### config.mk
export PLATFORM = sky130hd
export DESIGN_NAME = murmur2_hash32
export DESIGN_NICKNAME = d
export VERILOG_FILES = /design/src/hdl/m2h_pkg.sv /design/src/hdl/m2h_ctrl.sv /design/src/hdl/m2h_dp.sv /design/src/hdl/murmur2_hash32.sv
export SDC_FILE = /design/constraint.sdc
export NUM_CORES = 1
export LEC_CHECK = 0
export BUFFER_PORTS_ARGS = -buffer_cell sky130_fd_sc_hd__buf_2
export CORE_UTILIZATION = 62
export CTS_CLUSTER_SIZE = 8
export DETAILED_ROUTE_END_ITERATION = 8
export HOLD_SLACK_MARGIN = 0.1
export PLACE_DENSITY = 0.83
export SYNTH_ARGS = -nofsm -noshare
export SYNTH_HDL_FRONTEND = slang
export SYNTH_SLANG_ARGS = --single-unit
### constraint.sdc
create_clock -name clk -period 11.8 [get_ports clk]
set_clock_uncertainty 0.2 [all_clocks]
set_input_delay 2.36 -clock clk [delete_from_list [all_inputs] [get_ports clk]]
set_output_delay 2.36 -clock clk [all_outputs]
set_load 0.02 [all_outputs]
### src/hdl/m2h_pkg.sv
package m2h_pkg;

	// Mixing constants of 32-bit MurmurHash2.
	localparam logic [31:0] MIX_MUL     = 32'h5bd1_e995;
	localparam int          MIX_SHIFT   = 24;
	localparam int          FIN_SHIFT_A = 13;
	localparam int          FIN_SHIFT_B = 15;
	localparam logic [31:0] SEED_RESET  = 32'd5381;

	// Packed input word layout.
	localparam int WORD_W   = 32;
	localparam int COUNT_W  = 3;
	localparam int LEN_W    = 32;
	localparam int IN_BITS  = WORD_W + COUNT_W + LEN_W;
	localparam int IN_TDATA_W = ((IN_BITS + 7) / 8) * 8;
	localparam int COUNT_LO = WORD_W;
	localparam int LEN_LO   = WORD_W + COUNT_W;

	// Operand selection of the shared multiplier.
	typedef enum logic [2:0] {
		OP_K1   = 3'd0,
		OP_K2   = 3'd1,
		OP_H    = 3'd2,
		OP_TAIL = 3'd3,
		OP_FIN  = 3'd4
	} op_t;

	typedef struct packed {
		logic load;
		logic mul_en;
		op_t  op;
	} cmd_t;

	typedef struct packed {
		logic in_first;
		logic in_full;
		logic in_empty;
		logic in_last;
		logic last_q;
		logic out_busy;
	} sts_t;

endpackage

### src/hdl/m2h_ctrl.sv
module m2h_ctrl
	import m2h_pkg::*;
(
	input  logic clk,
	input  logic arst_n,
	input  logic in_valid,
	output logic in_ready,
	input  sts_t sts,
	output cmd_t cmd
);

	typedef enum logic [5:0] {
		ST_IDLE = 6'b000001,
		ST_K1   = 6'b000010,
		ST_K2   = 6'b000100,
		ST_KH   = 6'b001000,
		ST_TAIL = 6'b010000,
		ST_FIN  = 6'b100000
	} state_t;

	state_t state_q, state_nxt;
	logic   in_key_q;

	assign in_ready = (state_q == ST_IDLE);

	always_comb begin
		state_nxt  = state_q;
		cmd.load   = 1'b0;
		cmd.mul_en = 1'b0;
		cmd.op     = OP_K1;
		unique case (state_q)
			ST_IDLE: begin
				// Words outside an open key are taken and dropped.
				if (in_valid && (sts.in_first || in_key_q)) begin
					cmd.load = 1'b1;
					if (sts.in_full) begin
						state_nxt = ST_K1;
					end else if (!sts.in_empty) begin
						state_nxt = ST_TAIL;
					end else if (sts.in_last) begin
						state_nxt = ST_FIN;
					end
				end
			end
			ST_K1: begin
				cmd.mul_en = 1'b1;
				cmd.op     = OP_K1;
				state_nxt  = ST_K2;
			end
			ST_K2: begin
				cmd.mul_en = 1'b1;
				cmd.op     = OP_K2;
				state_nxt  = ST_KH;
			end
			ST_KH: begin
				cmd.mul_en = 1'b1;
				cmd.op     = OP_H;
				state_nxt  = sts.last_q ? ST_FIN : ST_IDLE;
			end
			ST_TAIL: begin
				cmd.mul_en = 1'b1;
				cmd.op     = OP_TAIL;
				state_nxt  = sts.last_q ? ST_FIN : ST_IDLE;
			end
			ST_FIN: begin
				if (!sts.out_busy) begin
					cmd.mul_en = 1'b1;
					cmd.op     = OP_FIN;
					state_nxt  = ST_IDLE;
				end
			end
			default: begin
				state_nxt = ST_IDLE;
			end
		endcase
	end

	always_ff @(posedge clk or negedge arst_n) begin
		if (!arst_n) begin
			state_q  <= ST_IDLE;
			in_key_q <= 1'b0;
		end else begin
			state_q <= state_nxt;
			if (cmd.load) begin
				in_key_q <= 1'b1;
			end else if (cmd.mul_en && (cmd.op == OP_FIN)) begin
				in_key_q <= 1'b0;
			end
		end
	end

endmodule

### src/hdl/m2h_dp.sv
module m2h_dp
	import m2h_pkg::*;
(
	input  logic                clk,
	input  logic                arst_n,
	input  cmd_t                cmd,
	output sts_t                sts,
	input  logic                cfg_valid,
	input  logic [31:0]         cfg_data,
	input  logic [WORD_W-1:0]   data_word,
	input  logic [COUNT_W-1:0]  byte_count,
	input  logic [LEN_W-1:0]    key_length,
	input  logic                first,
	input  logic                last,
	output logic                out_valid,
	input  logic                out_ready,
	output logic [31:0]         out_hash
);

	logic [31:0] seed_q;
	logic [31:0] h_q;
	logic [31:0] k_q;
	logic [31:0] w_q;
	logic [31:0] mask_q;
	logic        last_q;
	logic        out_valid_q;
	logic [31:0] out_hash_q;

	logic [31:0] mask_in;
	logic [31:0] mul_a;
	logic [31:0] prod;
	logic [31:0] fin_h;

	// Byte mask for a short word; only used when the count is 1 to 3.
	always_comb begin
		unique case (byte_count[1:0])
			2'd1:    mask_in = 32'h0000_00ff;
			2'd2:    mask_in = 32'h0000_ffff;
			2'd3:    mask_in = 32'h00ff_ffff;
			default: mask_in = 32'hffff_ffff;
		endcase
	end

	always_comb begin
		unique case (cmd.op)
			OP_K1:   mul_a = w_q;
			OP_K2:   mul_a = k_q ^ (k_q >> MIX_SHIFT);
			OP_H:    mul_a = h_q;
			OP_TAIL: mul_a = h_q ^ (w_q & mask_q);
			OP_FIN:  mul_a = h_q ^ (h_q >> FIN_SHIFT_A);
			default: mul_a = h_q;
		endcase
	end

	assign prod  = mul_a * MIX_MUL;
	assign fin_h = prod ^ (prod >> FIN_SHIFT_B);

	always_ff @(posedge clk or negedge arst_n) begin
		if (!arst_n) begin
			seed_q      <= SEED_RESET;
			h_q         <= '0;
			last_q      <= 1'b0;
			out_valid_q <= 1'b0;
		end else begin
			if (cfg_valid) begin
				seed_q <= cfg_data;
			end
			if (out_valid_q && out_ready) begin
				out_valid_q <= 1'b0;
			end
			if (cmd.load) begin
				if (first) begin
					h_q <= seed_q ^ key_length;
				end
				last_q <= last;
			end else if (cmd.mul_en) begin
				unique case (cmd.op)
					OP_H:    h_q <= prod ^ k_q;
					OP_TAIL: h_q <= prod;
					OP_FIN: begin
						h_q         <= fin_h;
						out_valid_q <= 1'b1;
					end
					default: h_q <= h_q;
				endcase
			end
		end
	end

	always_ff @(posedge clk) begin
		if (cmd.load) begin
			w_q    <= data_word;
			mask_q <= mask_in;
		end
		if (cmd.mul_en && (cmd.op == OP_K1 || cmd.op == OP_K2)) begin
			k_q <= prod;
		end
		if (cmd.mul_en && cmd.op == OP_FIN) begin
			out_hash_q <= fin_h;
		end
	end

	assign sts.in_first = first;
	assign sts.in_full  = byte_count[COUNT_W-1];
	assign sts.in_empty = (byte_count == '0);
	assign sts.in_last  = last;
	assign sts.last_q   = last_q;
	assign sts.out_busy = out_valid_q && !out_ready;

	assign out_valid = out_valid_q;
	assign out_hash  = out_hash_q;

endmodule

### src/hdl/murmur2_hash32.sv
// Channel   Direction  Word contents
// s_axis    in         tdata: data_word[31:0], byte_count[34:32], key_length[66:35], zeros;
//                      tuser: first; tlast: last
// m_axis    out        tdata: hash[31:0]
// cfg       in         cfg_data: seed[31:0]
//
// One input word is taken at a time. A word with four bytes is accepted and then
// mixed by three passes through the single 32x32 multiplier, a word with one to
// three bytes by one tail pass, an empty word by none; a last word adds one
// more multiplier pass for the finish step. The shared multiplier sets the rate.
// Reset clears the open-key flag, the running hash and the output valid, and loads
// the seed with 5381. The finish step waits while an earlier hash is unread.
module murmur2_hash32
	import m2h_pkg::*;
(
	input  logic                  clk,
	input  logic                  arst_n,
	input  logic                  s_axis_tvalid,
	output logic                  s_axis_tready,
	input  logic [IN_TDATA_W-1:0] s_axis_tdata,  // data_word, byte_count, key_length, pad
	input  logic                  s_axis_tuser,  // first
	input  logic                  s_axis_tlast,
	output logic                  m_axis_tvalid,
	input  logic                  m_axis_tready,
	output logic [31:0]           m_axis_tdata,  // hash
	input  logic                  cfg_valid,
	output logic                  cfg_ready,
	input  logic [31:0]           cfg_data       // seed
);

	cmd_t cmd;
	sts_t sts;
	logic ctrl_ready;

	// The seed register takes a write in any cycle.
	assign cfg_ready     = 1'b1;
	assign s_axis_tready = ctrl_ready;

	// The controller sequences the multiplier passes for each word and
	// tracks whether a key is open.
	m2h_ctrl u_ctrl (
		.clk      (clk),
		.arst_n   (arst_n),
		.in_valid (s_axis_tvalid),
		.in_ready (ctrl_ready),
		.sts      (sts),
		.cmd      (cmd)
	);

	// The datapath holds the running hash, the mixing register, the seed,
	// and the output register that lets a finished hash wait for the sink.
	m2h_dp u_dp (
		.clk        (clk),
		.arst_n     (arst_n),
		.cmd        (cmd),
		.sts        (sts),
		.cfg_valid  (cfg_valid),
		.cfg_data   (cfg_data),
		.data_word  (s_axis_tdata[WORD_W-1:0]),
		.byte_count (s_axis_tdata[COUNT_LO +: COUNT_W]),
		.key_length (s_axis_tdata[LEN_LO +: LEN_W]),
		.first      (s_axis_tuser),
		.last       (s_axis_tlast),
		.out_valid  (m_axis_tvalid),
		.out_ready  (m_axis_tready),
		.out_hash   (m_axis_tdata)
	);

	// A full word that opens a key keeps the input stalled while it is mixed.
	a_full_word_stalls: assert property (@(posedge clk) disable iff (!arst_n)
		(s_axis_tvalid && s_axis_tready && s_axis_tuser
			&& s_axis_tdata[COUNT_LO + COUNT_W - 1]) |=> !s_axis_tready)
		else $error("input not stalled after a full first word");

	// A dropped word, outside any key, leaves the block ready.
	a_drop_stays_ready: assert property (@(posedge clk) disable iff (!arst_n)
		(s_axis_tvalid && s_axis_tready && !cmd.load) |=> s_axis_tready)
		else $error("dropped word started work");

	// A hash only appears after a finish pass of the multiplier.
	a_out_from_finish: assert property (@(posedge clk) disable iff (!arst_n)
		$rose(m_axis_tvalid) |-> $past(cmd.mul_en && cmd.op == OP_FIN))
		else $error("hash presented without a finish step");

endmodule
Word-level counts from Yosys, hierarchy flattened --
Index checks and enable logic that the tools add are counted. W data, S select, Z words.
Operators by class: bitwise gates (word level) 7, mux-type cells 23, reductions and logical operators 16, $mul 1, equality and inequality tests 17
Operator list (number):
- $pmux W32 S3 | 2
- $pmux W32 S4 | 1
- $mux W32 | 3
- $xor A32 B32 Y32 | 3
- $mux W6 | 6
- $and A32 B32 Y32 | 1
- $mul A32 B31 Y32 const B | 1
- $xor A32 B17 Y32 | 1
- $xor A32 B19 Y32 | 1
- $xor A32 B8 Y32 | 1
- $pmux W6 S5 | 1
- $pmux W4 S5 | 1
- $mux W1 | 8
- $eq A3 B2 Y1 const B | 2
- $eq A6 B1 Y1 const B | 1
- $eq A6 B2 Y1 const B | 1
- $eq A6 B3 Y1 const B | 1
- $eq A6 B4 Y1 const B | 1
- $eq A6 B5 Y1 const B | 1
- $eq A6 B6 Y1 const B | 1
- $logic_not A3 Y1 | 2
- $reduce_and A3 Y1 | 2
- $logic_and A1 B1 Y1 | 5
- $eq A2 B2 Y1 const B | 2
- 12 further kinds | 15
Word-level totals: flip-flop bits (word level) 201, input port bits 111, logic and storage cells 74

Depth between registers and ports, before layout --
word-level depth 11, depth in mapped cells 36

Hierarchy --
Synthesis repeated with hierarchy kept, for this count alone.
Unflattened totals: cells, all modules 1771, area, all modules 17903.4 µm²
Modules (own cells, without submodules):
- m2h_dp | area an instance 17480.5 µm², times used 1, cells an instance 1728, sequential area each 4630.7 µm²
- m2h_ctrl | area an instance 411.6 µm², times used 1, cells an instance 41, sequential area each 176.4 µm²
- murmur2_hash32 | area an instance 11.3 µm², times used 1, cells an instance 2, sequential area each 0.0 µm²

Least setup slack after synthesis --
Ideal clock, no wire load.
path type input to register, from input port m_axis_tready, to register u_dp.h_q[16], library setup time 129 ps, buffers on the path 3, data arrival time 10864 ps, slack 607 ps, required time 11471 ps, cell stages on the path 34, path through nand2b_1 -> nand3_1 -> clkinv_1 -> clkbuf_1 -> buf_1 -> nand2_1 -> nand4_1 -> o21a_1 -> inv_1 -> fa_1 -> inv_1 -> ha_1 -> inv_1 -> fa_1 -> inv_1 -> fa_1 -> inv_1 -> fa_1 -> inv_1 -> fa_1 -> fa_1 -> inv_1 -> fa_1 -> inv_1 -> ha_1 -> and3_1 -> clkbuf_1 -> a311o_1 -> a21oi_1 -> o21ai_0 -> xnor3_2 -> xor2_2 -> o221ai_1 -> o21ai_1
On the way: cells in the longest elaborated chain, start to end 11, elaborated cells between the ends (all ways) 19, classes of those cells mul: 1; eq/ne: 4; mux: 6; bitwise: 2; reduce/logical: 6
Ends and longest elaborated chain:
- from (decl) | RTL line murmur2_hash32.sv:24 | input logic m_axis_tready,
- $logic_not A1 Y1 (*) | RTL line m2h_dp.sv:108 | assign sts.out_busy = out_valid_q && !out_ready;
- $logic_and A1 B1 Y1 (*) | RTL line m2h_dp.sv:108
- $mux W4 (*) | RTL line m2h_ctrl.sv:66 | if (!sts.out_busy) begin
- $pmux W4 S5 (*) | RTL line m2h_ctrl.sv:31 | unique case (state_q)
- $eq A3 B3 Y1, or another cell as far along | RTL line m2h_dp.sv:45 | unique case (cmd.op)
- $pmux W32 S4 (*) | RTL line m2h_dp.sv:45
- $mul A32 B31 Y32 (*) | RTL line m2h_dp.sv:55 | assign prod = mul_a * MIX_MUL;
- $xor A32 B17 Y32 (*) | RTL line m2h_dp.sv:56 | assign fin_h = prod ^ (prod >> FIN_SHIFT_B);
- net u_dp.fin_h[16] | RTL line m2h_dp.sv:32 | logic [31:0] fin_h;
- $pmux W32 S3 (*) | RTL line m2h_dp.sv:77 | unique case (cmd.op)
- $mux W32 (*) | RTL line m2h_dp.sv:76 | end else if (cmd.mul_en) begin
- $mux W32 (*) | RTL line m2h_dp.sv:71 | if (cmd.load) begin
- to (signal assigned) | RTL line m2h_dp.sv:73 | h_q <= seed_q ^ key_length;
- to (signal assigned) | RTL line m2h_dp.sv:78 | OP_H: h_q <= prod ^ k_q;
- to (signal assigned) | RTL line m2h_dp.sv:79 | OP_TAIL: h_q <= prod;
- to (decl) | RTL line m2h_dp.sv:21 | logic [31:0] h_q;
Mark *: on every way through the listed nets, which the timed path passes. The rest lies on a longest branch. The select of a mux whose other input is x is not followed. A chain may end at the register's enable or synchronous reset.

Worst setup path after layout --
from input port m_axis_tready, to register u_dp.h_q[13]
The elaborated chain is that of the path after synthesis.

==> results.md <==
* Post-Route WL at 48500 um
* Avg WL per Cell at 21.9 um
* FF+latch count, synth at 172
* Antenna violations before repair at 0
* Post-Place Cell Area at 0.0188 sq mm
* Total Neg Setup Slack at 0 ns
* Cell row count at 61
* Final instance area at 0.0194 sq mm
* Prevailing post-synth register cell: edfxtp_1
* Max Cap Viol at 0
* Synth top area share at 20.6%
* Largest family of logic cells by synthesized area: adder cells
* Fmax at 89.7 MHz
* Final min period at 11.15 ns
* Hold slack at 0.326 ns
* Cell taking the most area after synthesis: fa_1
* Placed wire-length estimate at 37900 um
* Drt drc at 0
* Number of port buffers at 139
* Post-synthesis xor/xnor area fraction at 9.59%
* Max clock buf depth at 2
* Drt pass-1 iters at 8
* Fin. Hold Viols at 0
* Sequential area share after synthesis at 27.4%
* Distinct cells, synth at 68
* Max transition margin at 31.5%
* Htree depth at 4
* Hold/Removal Path Class: register to register
* Vias in the first global route at 13800
* Reg-to-reg startpoint: u_ctrl.state_q[1]$_DFFE_PN0P_
* Clock sink count at 172
* Die ar. at 0.0290 sq mm
* Critical path type: input port to register
* Async SR Flop Fraction at 42.4%
* Avg Synthesized Cell Area at 10.5 sq um
* Clock Tree Root: clkbuf_16
* Reg2reg setup slack at 1.59 ns
* Syn Nets at 2187
* Fillers at 2022
* Core Region at 0.0279 sq mm
* EDFF count, synth at 99
* WP data required at 11.93 ns
* Final setup margin at 0.647 ns
* Initial Util at 63.0%
* Vias at 13100
* Crit path largest cell delay at 0.54 ns
* Post-Synth Simple-Gate Area at 5.71%
* CP Capture Type: register
* Via-to-Cell Ratio at 5.93
* Startpoint types: input port
* YS warnings at 0
* Antenna diodes at 0
* CTS tree: built
* Min-delay src: u_ctrl.in_key_q$_DFFE_PN0P_
* Synth area leaders: fa_1 21%, edfxtp_1 17%, ha_1 16%, dfrtp_1 9.5%, inv_1 8.1%
* Nets@finish at 2331
* First-pass GRT wire length at 75800 um
* Largest net degree at the start of global routing at 74
* Compound-Gate Fraction of Synth Area at 9.65%
* Cell mode on critical path: inv_1
* Mapped cell area at 0.0176 sq mm
* Arr. time, crit path at 11.29 ns
* Tcrit/Tclk final at 94.5%
* Maximum fanout along the worst path at 19
* Area Overhead vs Synth at 10.5%
* CTS resizes at 0
* Post-synthesis mux area share at 2.17%
* # IOs at 146
* Postcts setup bufs at 0
* Final count of pins violating max slew at 0
* Num CTS Buffers at 17
* Setup violators final at 0
* Layout cells sized above 1 at 14.0%
* Post-synthesis adder-cell area fraction at 36.2%
* Overall routing resource usage at 35.7%
* Outcome: finished, final reports clean
* Antenna Nets Post-Route at 0
* Worst skew pair latency at 0.46 ns
* Cells after Synth at 1676
* Grt total ovfl at 0
* Clk slew on worst S/H paths at 0.06 ns
* Routability congestion estimate from global placement at 0.972
* Hold-fix buffers, CTS at 0
* RSZ-0062 raised after global routing: false
* Die Ht at 170 um
* Pre-CTS WS at 0.385 ns
* Die Wd at 170 um
* DR iter-0 viols at 1365
* Worst slew pin tran at 1.02 ns
* Critical-path top delay cell: fa_1
* Critical path origin: m_axis_tready
## layer usage
layer  GRT usage [%]  vias up  part of all wire, %
li1                -     5803                    -
met1            44.6     6400                   38
met2            57.9      717                   47
met3            7.12      188                  9.1
met4            20.7        0                  6.3
met5               0        -                    0
## worst max-delay path: cells and delay by family
kind,cells,cell delay (ns)
simple gates,3,0.50
buf+inv,11,1.43
xor+xnor,1,0.18
fa+ha+maj,8,3.66
compound gates,11,3.14
## logic make-up after synthesis
family	after synthesis
adders and majority gates	400
and+or+nand+nor	227
DFF	172
buffers and inverters	431
muxes	34
other	1
xor gates and xnor gates	173
AOI/OAI and AO/OA	238
## sequential cells by signal, summed over array words and instances (netlist names)
name / cells
u_dp.w_q: 32
u_dp.k_q: 32
u_ctrl.in_key_q: 1
u_dp.out_hash: 32
u_dp.h_q: 32
u_ctrl.state_q: 6
u_dp.out_valid: 1
u_dp.mask_q: 3
u_dp.seed_q: 32
u_dp.last_q: 1
## stage by stage
step,cells,util [%]
2_1_floorplan,1676,-
3_3_place_gp,2179,67.5
3_5_place_dp,2179,67.5
4_1_cts,2211,69.7
5_1_grt,2211,69.7
6_report,2211,69.7
## cells in the final DEF (no fill, tap or decap), types with 16 or more instances in the layout
| cell type | Yosys | routed |
|---|---|---|
| inv_1 | 380 | 379 |
| ha_1 | 219 | 219 |
| fa_1 | 181 | 181 |
| buf_2 | 3 | 138 |
| nand2_1 | 131 | 131 |
| xnor2_1 | 114 | 114 |
| edfxtp_1 | 99 | 99 |
| dfrtp_1 | 67 | 67 |
| a21oi_1 | 52 | 52 |
| xor2_1 | 46 | 46 |
| o21ai_0 | 43 | 43 |
| buf_4 | 1 | 37 |
| nor2_1 | 35 | 35 |
| mux2_2 | 32 | 32 |
| a222oi_1 | 18 | 18 |
| clkbuf_16 | 0 | 17 |
| a221o_1 | 16 | 16 |
## final timing paths
path	depth (start not counted)	endpoint
worst max-delay path	34	u_dp.h_q[13]$_DFFE_PN0P_
worst min-delay path	2	u_ctrl.in_key_q$_DFFE_PN0P_
worst max register to register	32	u_dp.h_q[13]$_DFFE_PN0P_
worst min register to register	2	u_ctrl.in_key_q$_DFFE_PN0P_
max in group asynchronous	1	u_dp.h_q[5]$_DFFE_PN0P_
min in group asynchronous	1	u_dp.last_q$_DFFE_PN0P_
## final cells by class
cell class | count | area, sq um | share of cell area [%]
Inverter | 381 | 1430 | 7.37
Multi-Input combinational cell | 1073 | 11100 | 57.3
Tap cell | 378 | 473 | 2.44
Clock buffer | 24 | 502 | 2.58
Sequential cell | 172 | 4810 | 24.8
Timing Repair Buffer | 175 | 968 | 4.99
Clock inverter | 8 | 104 | 0.535
## Yosys cell counts (12+ instances only)
master    count
o21a_1       14
a221o_1      16
a222oi_1     18
a21oi_1      52
o21ai_0      43
ha_1        219
clkbuf_1     38
dfrtp_1      67
xor2_1       46
xnor2_1     114
o221ai_1     12
nor2_1       35
mux2_2       32
inv_1       380
fa_1        181
a22oi_1      12
edfxtp_1     99
a21o_1       12
nand2_1     131
Power is left out: the tool's default activity adds up to more than one toggle a clock period on the data nets, which glitch-free logic cannot reach.
